**src/rtl/icer_pkg.sv**
```systemverilog
// Shared types and register map constants for the interrupt controller.
// No dependencies.
`default_nettype none
package icer_pkg;

    typedef struct packed {
        logic [1:0]  func;
        logic        cpu_id;
        logic [14:0] reg_offset;
        logic [31:0] write_data;
        logic [7:0]  line_index;
        logic        line_level;
    } t_in;

    typedef struct packed {
        logic [31:0] read_data;
        logic [1:0]  cpu_irq;
    } t_out;

    localparam logic [1:0] FUNC_READ  = 2'd0;
    localparam logic [1:0] FUNC_WRITE = 2'd1;
    localparam logic [1:0] FUNC_LINE  = 2'd2;

    localparam logic [14:0] OFF_INFO     = 15'h0004;
    localparam logic [14:0] OFF_CONFIG   = 15'h0010;
    localparam logic [14:0] OFF_WHOAMI   = 15'h2000;
    localparam logic [14:0] OFF_IPI_SEND = 15'h2008;
    localparam logic [14:0] OFF_IPI_ACK  = 15'h200c;
    localparam logic [14:0] OFF_IPI_MSET = 15'h2024;
    localparam logic [14:0] OFF_IPI_MCLR = 15'h2028;
    localparam logic [14:0] OFF_TARGET   = 15'h3000;
    localparam logic [14:0] OFF_WORDS    = 15'h4000;
    localparam logic [14:0] OFF_WORDS_END = 15'h4200;
    localparam logic [14:0] OFF_WINDOW   = 15'h5000;

    localparam logic [6:0] SUB_EVENT = 7'h04;
    localparam logic [6:0] SUB_SET   = 7'h08;
    localparam logic [6:0] SUB_ACK   = 7'h0c;
    localparam logic [6:0] SUB_MSET  = 7'h24;
    localparam logic [6:0] SUB_MCLR  = 7'h28;

    localparam logic [1:0] BANK_SW_SET   = 2'd0;
    localparam logic [1:0] BANK_SW_CLR   = 2'd1;
    localparam logic [1:0] BANK_MASK_SET = 2'd2;
    localparam logic [1:0] BANK_MASK_CLR = 2'd3;

    localparam logic [31:0] EV_HW        = 32'h0001_0000;
    localparam logic [31:0] EV_IPI_OTHER = 32'h0004_0001;
    localparam logic [31:0] EV_IPI_SELF  = 32'h0004_0002;

endpackage
`default_nettype wire

```
**src/rtl/icer_ram.sv**
```systemverilog
// Generic single-write, single-read synchronous RAM with registered read.
// No dependencies.
`default_nettype none
module icer_ram #(
    parameter int WIDTH = 32,
    parameter int DEPTH = 8,
    parameter int AW    = (DEPTH > 1) ? $clog2(DEPTH) : 1
) (
    input  wire logic             i_clk,
    input  wire logic             i_we,
    input  wire logic [AW-1:0]    i_waddr,
    input  wire logic [WIDTH-1:0] i_wdata,
    input  wire logic [AW-1:0]    i_raddr,
    output logic      [WIDTH-1:0] o_rdata
);
    logic [WIDTH-1:0] r_mem [DEPTH];

    always_ff @(posedge i_clk) begin
        if (i_we) begin
            r_mem[i_waddr] <= i_wdata;
        end
        o_rdata <= r_mem[i_raddr];
    end
endmodule
`default_nettype wire

```
**src/rtl/interrupt_controller_event_regs.sv**
```systemverilog
// Interrupt controller top level: register decode, line scan, event take.
// Depends on icer_pkg and icer_ram (pending/mask word RAM, target RAM).
// Sequence: S_RD, S_OP, a scan, then the S_DONE strobe; an event read adds S_TRD
// and a second scan, plus S_TWR when it takes a line. The scan
// reads one target entry per cycle. One transfer at a time, next accepted in the
// cycle after the strobe; receiver cannot stall. Reset: S_CLR clears every target entry and word, masking all lines.
`default_nettype none
module interrupt_controller_event_regs #(
    parameter int NUM_LINES = 192,
    parameter int NUM_CPUS  = 2
) (
    input  wire logic           i_clk,
    input  wire logic           i_rst_n,
    input  wire logic           start,
    input  wire icer_pkg::t_in  i_item,
    output logic                busy,
    output logic                o_done,
    output icer_pkg::t_out      o_result
);
    import icer_pkg::*;

    localparam int NUM_WORDS = (NUM_LINES + 31) / 32;
    localparam int WAW = (NUM_WORDS > 1) ? $clog2(NUM_WORDS) : 1;
    localparam int IW  = $clog2(NUM_LINES);
    localparam logic [IW-1:0] LAST = IW'(NUM_LINES - 1);
    localparam logic [15:0] TGT_END = 16'(32'h3000 + 4 * NUM_LINES);

    localparam logic [2:0] S_CLR  = 3'd0;
    localparam logic [2:0] S_IDLE = 3'd1;
    localparam logic [2:0] S_RD   = 3'd2;
    localparam logic [2:0] S_OP   = 3'd3;
    localparam logic [2:0] S_SCAN = 3'd4;
    localparam logic [2:0] S_TRD  = 3'd5;
    localparam logic [2:0] S_TWR  = 3'd6;
    localparam logic [2:0] S_DONE = 3'd7;

    logic [2:0]          r_state;
    t_in                 r_it;
    logic [IW-1:0]       r_idx;
    logic                r_issue;
    logic                r_pv;
    logic [IW-1:0]       r_pidx;
    logic                r_take;
    logic [7:0]          r_ecpu;
    logic [NUM_CPUS-1:0] r_found;
    logic [IW-1:0]       r_first [NUM_CPUS];
    logic [31:0]         r_rd;
    logic [31:0]         r_ctrl;
    logic [NUM_CPUS-1:0] r_pend_o, r_pend_s, r_mask_o, r_mask_s;

    // word RAM holds {mask, soft, level}
    logic            w_we;
    logic [WAW-1:0]  w_waddr, w_raddr;
    logic [95:0]     w_wdata, w_rdata;
    logic            t_we;
    logic [IW-1:0]   t_waddr, t_raddr;
    logic [NUM_CPUS-1:0] t_wdata, t_rdata;

    icer_ram #(.WIDTH(96), .DEPTH(NUM_WORDS)) u_words (
        .i_clk(i_clk), .i_we(w_we), .i_waddr(w_waddr), .i_wdata(w_wdata),
        .i_raddr(w_raddr), .o_rdata(w_rdata)
    );
    icer_ram #(.WIDTH(NUM_CPUS), .DEPTH(NUM_LINES)) u_targets (
        .i_clk(i_clk), .i_we(t_we), .i_waddr(t_waddr), .i_wdata(t_wdata),
        .i_raddr(t_raddr), .o_rdata(t_rdata)
    );

    // decode of the latched access
    logic [14:0] off;
    logic [31:0] d;
    logic        is_tgt, is_wrd, wok, is_win, line_ok;
    logic [IW-1:0] tgt_idx;
    logic [4:0]  w5;
    logic [1:0]  bank;
    logic [14:0] win_off;
    logic [7:0]  win_cpu;
    logic [6:0]  sub;
    logic [31:0] lvl, sft, msk;
    logic [31:0] pend;

    always_comb begin
        off     = {r_it.reg_offset[14:2], 2'b00};
        d       = r_it.write_data;
        is_tgt  = (off >= OFF_TARGET) && ({1'b0, off} < TGT_END);
        tgt_idx = IW'((off - OFF_TARGET) >> 2);
        is_wrd  = (off >= OFF_WORDS) && (off < OFF_WORDS_END);
        w5      = off[6:2];
        wok     = 32'(w5) < NUM_WORDS;
        bank    = off[8:7];
        is_win  = off >= OFF_WINDOW;
        win_off = off - OFF_WINDOW;
        win_cpu = win_off[14:7];
        sub     = off[6:0];
        line_ok = 32'(r_it.line_index) < NUM_LINES;
        lvl     = w_rdata[31:0];
        sft     = w_rdata[63:32];
        msk     = w_rdata[95:64];
        pend    = (lvl | sft) & ~msk;
    end

    // event selection for the reading CPU
    logic          ecpu_ok, sel_found;
    logic [IW-1:0] sel_first;
    logic          sel_po, sel_ps, en;

    always_comb begin
        en        = r_ctrl[0];
        ecpu_ok   = 32'(r_ecpu) < NUM_CPUS;
        sel_found = 1'b0;
        sel_first = '0;
        sel_po    = 1'b0;
        sel_ps    = 1'b0;
        for (int c = 0; c < NUM_CPUS; c++) begin
            if (r_ecpu == 8'(c)) begin
                sel_found = r_found[c];
                sel_first = r_first[c];
                sel_po    = r_pend_o[c] & ~r_mask_o[c];
                sel_ps    = r_pend_s[c] & ~r_mask_s[c];
            end
        end
    end

    // RAM ports
    always_comb begin
        w_we    = 1'b0;
        w_waddr = '0;
        w_wdata = w_rdata;
        w_raddr = '0;
        t_we    = 1'b0;
        t_waddr = r_idx;
        t_wdata = '0;
        t_raddr = '0;
        unique case (r_state)
            S_CLR: begin
                t_we    = 1'b1;
                w_we    = 32'(r_idx) < NUM_WORDS;
                w_waddr = WAW'(r_idx);
                w_wdata = {32'hffff_ffff, 64'd0};
            end
            S_RD: begin
                w_raddr = (r_it.func == FUNC_LINE) ? WAW'(r_it.line_index >> 5) : WAW'(w5);
                t_raddr = tgt_idx;
            end
            S_OP: begin
                w_raddr = (r_it.func == FUNC_LINE) ? WAW'(r_it.line_index >> 5) : WAW'(w5);
                w_waddr = w_raddr;
                t_waddr = tgt_idx;
                t_wdata = d[NUM_CPUS-1:0];
                if (r_it.func == FUNC_WRITE) begin
                    t_we = is_tgt;
                    w_we = is_wrd && wok;
                    case (bank)
                        BANK_SW_SET:   w_wdata = {msk, sft | d, lvl};
                        BANK_SW_CLR:   w_wdata = {msk, sft & ~d, lvl};
                        BANK_MASK_SET: w_wdata = {msk | d, sft, lvl};
                        default:       w_wdata = {msk & ~d, sft, lvl};
                    endcase
                end else if (r_it.func == FUNC_LINE) begin
                    w_we = line_ok;
                    w_wdata = r_it.line_level
                        ? {msk, sft, lvl | (32'd1 << r_it.line_index[4:0])}
                        : {msk, sft, lvl & ~(32'd1 << r_it.line_index[4:0])};
                end
            end
            S_SCAN: begin
                w_raddr = WAW'(r_idx >> 5);
                t_raddr = r_idx;
            end
            S_TRD, S_TWR: begin
                w_raddr = WAW'(sel_first >> 5);
                w_waddr = w_raddr;
                w_we    = r_state == S_TWR;
                w_wdata = {msk | (32'd1 << sel_first[4:0]), sft, lvl};
            end
            default: ;
        endcase
    end

    logic scan_last;
    assign scan_last = r_pv && (r_pidx == LAST);

    always_ff @(posedge i_clk) begin
        if (!i_rst_n) begin
            r_state  <= S_CLR;
            r_idx    <= '0;
            r_issue  <= 1'b0;
            r_pv     <= 1'b0;
            r_take   <= 1'b0;
            r_ctrl   <= '0;
            r_pend_o <= '0;
            r_pend_s <= '0;
            r_mask_o <= '1;
            r_mask_s <= '1;
            r_found  <= '0;
        end else begin
            r_pv   <= 1'b0;
            unique case (r_state)
                S_CLR: begin
                    r_idx <= r_idx + 1'b1;
                    if (r_idx == LAST) begin
                        r_state <= S_IDLE;
                    end
                end
                S_IDLE: begin
                    if (start) begin
                        r_it    <= i_item;
                        r_state <= S_RD;
                    end
                end
                S_RD: r_state <= S_OP;
                S_OP: begin
                    r_rd    <= '0;
                    r_take  <= 1'b0;
                    r_ecpu  <= win_cpu;
                    r_idx   <= '0;
                    r_issue <= 1'b1;
                    r_found <= '0;
                    r_state <= S_SCAN;
                    if (r_it.func == FUNC_READ) begin
                        if (off == OFF_INFO) r_rd <= 32'(NUM_LINES & 16'hffff);
                        else if (off == OFF_CONFIG) r_rd <= r_ctrl;
                        else if (off == OFF_WHOAMI) r_rd <= 32'(r_it.cpu_id);
                        else if (is_tgt) r_rd <= 32'(t_rdata);
                        else if (is_wrd) r_rd <= !wok ? 32'd0 : (bank[1] ? msk : sft);
                        else if (is_win && sub == SUB_EVENT) r_take <= 1'b1;
                    end else if (r_it.func == FUNC_WRITE) begin
                        if (off == OFF_CONFIG) r_ctrl <= d;
                        for (int c = 0; c < NUM_CPUS; c++) begin
                            if (off == OFF_IPI_SEND) begin
                                if (d[c]) r_pend_o[c] <= 1'b1;
                                if (d[31] && r_it.cpu_id == 1'(c)) r_pend_s[c] <= 1'b1;
                            end else if ((!is_win && r_it.cpu_id == 1'(c)) ||
                                         (is_win && win_cpu == 8'(c))) begin
                                if ((!is_win && off == OFF_IPI_ACK) ||
                                    (is_win && sub == SUB_ACK)) begin
                                    if (d[0])  r_pend_o[c] <= 1'b0;
                                    if (d[31]) r_pend_s[c] <= 1'b0;
                                end else if ((!is_win && off == OFF_IPI_MSET) ||
                                             (is_win && sub == SUB_MSET)) begin
                                    if (d[0])  r_mask_o[c] <= 1'b1;
                                    if (d[31]) r_mask_s[c] <= 1'b1;
                                end else if ((!is_win && off == OFF_IPI_MCLR) ||
                                             (is_win && sub == SUB_MCLR)) begin
                                    if (d[0])  r_mask_o[c] <= 1'b0;
                                    if (d[31]) r_mask_s[c] <= 1'b0;
                                end else if (is_win && sub == SUB_SET) begin
                                    if (d[0])  r_pend_o[c] <= 1'b1;
                                    if (d[31]) r_pend_s[c] <= 1'b1;
                                end
                            end
                        end
                    end
                end
                S_SCAN: begin
                    if (r_issue) begin
                        r_idx <= r_idx + 1'b1;
                        if (r_idx == LAST) r_issue <= 1'b0;
                    end
                    r_pv   <= r_issue;
                    r_pidx <= r_idx;
                    if (r_pv) begin
                        for (int c = 0; c < NUM_CPUS; c++) begin
                            if (!r_found[c] && t_rdata[c] && pend[r_pidx[4:0]]) begin
                                r_found[c] <= 1'b1;
                                r_first[c] <= r_pidx;
                            end
                        end
                    end
                    if (scan_last) begin
                        r_state <= r_take ? S_TRD : S_DONE;
                    end
                end
                S_TRD: begin
                    // final scan restarts here unless a line mask must be written
                    r_take  <= 1'b0;
                    r_idx   <= '0;
                    r_issue <= 1'b1;
                    r_found <= '0;
                    r_state <= S_SCAN;
                    if (en && ecpu_ok) begin
                        if (sel_found) begin
                            r_rd    <= EV_HW | 32'(sel_first);
                            r_found <= r_found;
                            r_issue <= 1'b0;
                            r_state <= S_TWR;
                        end else if (sel_po) begin
                            r_rd <= EV_IPI_OTHER;
                            for (int c = 0; c < NUM_CPUS; c++)
                                if (r_ecpu == 8'(c)) r_mask_o[c] <= 1'b1;
                        end else if (sel_ps) begin
                            r_rd <= EV_IPI_SELF;
                            for (int c = 0; c < NUM_CPUS; c++)
                                if (r_ecpu == 8'(c)) r_mask_s[c] <= 1'b1;
                        end
                    end
                end
                S_TWR: begin
                    r_idx   <= '0;
                    r_issue <= 1'b1;
                    r_found <= '0;
                    r_state <= S_SCAN;
                end
                S_DONE: r_state <= S_IDLE;
                default: r_state <= S_IDLE;
            endcase
        end
    end

    logic [1:0] irq;
    always_comb begin
        irq = '0;
        for (int c = 0; c < NUM_CPUS && c < 2; c++) begin
            irq[c] = en & (r_found[c] | (r_pend_o[c] & ~r_mask_o[c]) |
                           (r_pend_s[c] & ~r_mask_s[c]));
        end
    end

    assign busy               = r_state != S_IDLE;
    assign o_done             = r_state == S_DONE;
    assign o_result.read_data = r_rd;
    assign o_result.cpu_irq   = irq;

    a_done_pulse: assert property (@(posedge i_clk) disable iff (!i_rst_n)
        o_done |=> !o_done) else $error("done strobe longer than one cycle");
    a_idx_range: assert property (@(posedge i_clk) disable iff (!i_rst_n)
        (r_state == S_CLR || (r_state == S_SCAN && r_issue)) |-> 32'(r_idx) < NUM_LINES)
        else $error("scan index out of range");
    a_word_addr: assert property (@(posedge i_clk) disable iff (!i_rst_n)
        w_we |-> 32'(w_waddr) < NUM_WORDS) else $error("word write out of range");
    a_disabled_quiet: assert property (@(posedge i_clk) disable iff (!i_rst_n)
        (o_done && !r_ctrl[0]) |-> o_result.cpu_irq == 2'b00)
        else $error("irq raised while disabled");
endmodule
`default_nettype wire
```
**config.mk**
```make
export PLATFORM = sky130hd
export DESIGN_NAME = interrupt_controller_event_regs
export DESIGN_NICKNAME = d
export VERILOG_FILES = /design/src/rtl/icer_pkg.sv /design/src/rtl/icer_ram.sv /design/src/rtl/interrupt_controller_event_regs.sv
export SDC_FILE = /design/constraint.sdc
export NUM_CORES = 2
export LEC_CHECK = 0
export ABC_AREA = 1
export BUFFER_PORTS_ARGS = -buffer_cell sky130_fd_sc_hd__buf_2
export CORE_UTILIZATION = 30
export DETAILED_ROUTE_END_ITERATION = 7
export PLACE_DENSITY = 0.44
export RECOVER_POWER = 25
export SYNTH_ARGS = -nofsm -noshare
export SYNTH_HDL_FRONTEND = slang
export SYNTH_SLANG_ARGS = --single-unit
```
**constraint.sdc**
```tcl
create_clock -name i_clk -period 11.6 [get_ports i_clk]
set_input_delay 1.16 -clock i_clk [delete_from_list [all_inputs] [get_ports i_clk]]
set_output_delay 1.16 -clock i_clk [all_outputs]
set_load 0.02 [all_outputs]
```
==> results.ini <==
[clock_network]
cts-buffers-inserted = 143
clk_pin_slew_ns = 0.06
cts.root.buffer_cell = clkbuf_16
h-tree-depth = 4
post_cts_resized = 0
clock_latency_ns = 0.80
post_cts_buffers = 0
cts_sinks = 1235
cts_tree = yes
cts_hold_buf = 0
clk_path_buf_depth = 3

[sta]
clock_skew_ns = 0.0369
period_minus_slack_ns = 7.68
setup_ws_ns = 3.92
tns_ns = 0
max_freq_mhz = 130
finalMaxSlewViolations = 465
rsz0062_at_grt = false
finalHoldViolCount = 0
finalSetupViolCount = 0
period_share_pct = 66.2
relSlewSlack_pct = -151
worst_slew_pin_slew_ns = 3.77

[synth]
synth_nets = 5084
syn_inst = 5017
seq_area_frac_synth_pct = 66.9
synth_warnings = 0
yosysTopAreaCell = edfxtp_1
synth_top_area_share_pct = 61.1
syn_area_um2 = 53200
yosysUniqueCellTypes = 47
avgSynthCellArea_um2 = 10.6
synth.area.top_cells = edfxtp_1, dfxtp_1, nand2_1, nand3_1, o21ai_0
yosys_register_bits = 1235

[worst_setup_path]
crit_arrival_ns = 8.03
critPathSlowestCell = clkbuf_1
slowest_delay_ns = 1.97
cp_num_buf_inv = 4
worst_ep_required_time_ns = 11.95
path_class = reg2reg
critPathMaxFanout = 42
crit_family = buffers and inverters
crit_top_cell = clkbuf_1
crit_path_end_kind = flip-flop
crit_path_start_kind = flip-flop
cp_cell_sequence = nor2_4 > clkbuf_1 > inv_4 > clkbuf_1 > clkbuf_1 > o31ai_1

[floorplan]
die_h_um = 423
core.rowCount = 154
io_pins = 98
core_um2 = 176000
die_w_um = 423
initial_utilization_pct = 30.2
die-area_um2 = 179000

[routing]
drc = 0
ant_nets = 0
wl_per_cell_um = 22.9
firstDrtPassIters = 6
vias = 37285
drt_wl_total_mm = 171
drtIter0Drc = 3169
viasPerCell = 4.99

[grt]
grt_pass1_wl_mm = 249
grt_usage_pct = 18.8
grt_remaining_overflow = 0
grt_pass1_vias = 35831
antenna_found_initial = 7
grt_max_degree = 145

[hold_path]
holdCritPathClass = reg2reg

[placed_design]
dp_hpwl_mm = 98.7
portBuffers = 95
dpl_worst_slack_ns = 6.58
gp_congestion = 0.848

[finish]
num-nets-final = 5080
layout-drive-gt1-share_pct = 7.29
layout_commonest_cell = edfxtp_1
area_growth_pct = 14.0
layout_common_cells = edfxtp_1, nand2_1, nor2_1

[power]
total_power_mw = 9.84
power_density_nw_per_um2 = 162
p_leak_nw = 20.8
ir_drop_mv = 0.123

[run]
cap_violations = 11

[outcome]
outcome = finished with violations
violations = max-capacitance violations, max-slew violations

## power breakdown
| part | internal [mW] | total [mW] | switching [mW] | leakage, nW |
|---|---|---|---|---|
| Combinational | 0.0607 | 0.239 | 0.178 | 6.75 |
| Sequential | 4.91 | 4.96 | 0.0581 | 11.7 |
| Clock | 2.74 | 4.64 | 1.89 | 2.33 |
| Total | 7.71 | 9.84 | 2.13 | 20.8 |
## synthesized netlist by cell type, drive strengths merged
cell type and count:
ha 5, o22ai 14, nand3 536, clkinv 4
dfxtp 154, o2111ai 1, nand3b 73, a22o 5
nor4 6, o211a 1, o221ai 33, a2111oi 1
a211oi 3, o21a 96, a221oi 1, nand4 45
o31ai 10, a32o 1, o211ai 85, buf 135
o311ai 1, clkbuf 171, xnor2 1, edfxtp 1081
a31oi 5, inv 423, a21oi 180, o21ai 573
or2 3, o41ai 1, nor3 25, nor2 627
nand2 717
## state kept, by name, indices dropped and copies added, names as in the netlist, 3 cells and up
name             cells
r_it                12
r_state              3
r_ecpu               8
r_first             16
u_targets.r_mem    384
u_words.o_rdata     96
off                 11
r_idx                8
r_ctrl              32
r_rd                32
r_pidx               8
d                   32
u_words.r_mem      576
## worst paths after layout
| check | endpoint | start | cells past startpoint | slack [ns] |
|---|---|---|---|---|
| max | u_words.r_mem[2][27] | r_state[2] | 6 | 3.92 |
| min | r_ctrl[28] | r_ctrl[28] | 2 | 0.44 |
| min reg2reg | r_ctrl[28] | r_ctrl[28] | 2 | 0.44 |
| max reg2reg | u_words.r_mem[2][27] | r_state[2] | 6 | 3.92 |
## cell families (layout without fill, tap and decap cells)
logic type	after synthesis	after routing	synth area share (%)
AND/OR/NAND/NOR	2032	2032	16.6
flip-flops	1235	1235	66.9
AO/OA/AOI/OAI	1011	1011	10.9
buffers and inverters	733	847	5.55
adder cells (fa/ha/maj)	5	5	0.118
XOR/XNOR	1	1	0.0165
other	0	3	0
## through the flow
step	instance area (um2)	std cells	hold slack, ns	utilization [%]
after detailed placement	55900	7208	0.436	31.7
after CTS	60700	7471	0.446	34.5
final	60600	7474	0.445	34.4
after global routing	60600	7471	0.459	34.4
after floorplan	53200	5017	0.424	-
after global placement	55900	7208	0.432	31.7
## metal layers
| layer | GRT usage [%] | share of wire (%) |
|---|---|---|
| met4 | 7.34 | 3.6 |
| met3 | 3.06 | 5.0 |
| met1 | 25.5 | 45 |
| met2 | 30.0 | 46 |
| met5 | 0 | 0.026 |
## worst reg2reg max path, delay by kind of cell, from the launching register on
family | cells | cell delay (ns)
AO/OA/AOI/OAI | 1 | 0.63
buffers and inverters | 4 | 5.93
flip-flops | 1 | 0.61
AND/OR/NAND/NOR | 1 | 0.06
## layout make-up
type | instances | area (um2)
tap | 2340 | 2930
fill | 17737 | 116000
sequential | 1235 | 35500
clock buffer | 184 | 3800
clock inverter | 79 | 1020
antenna | 3 | 7.51
timing repair buffer | 157 | 865
multi-input combinational | 3049 | 14800
inverter | 427 | 1620
(Power assumes the default switching activity.)
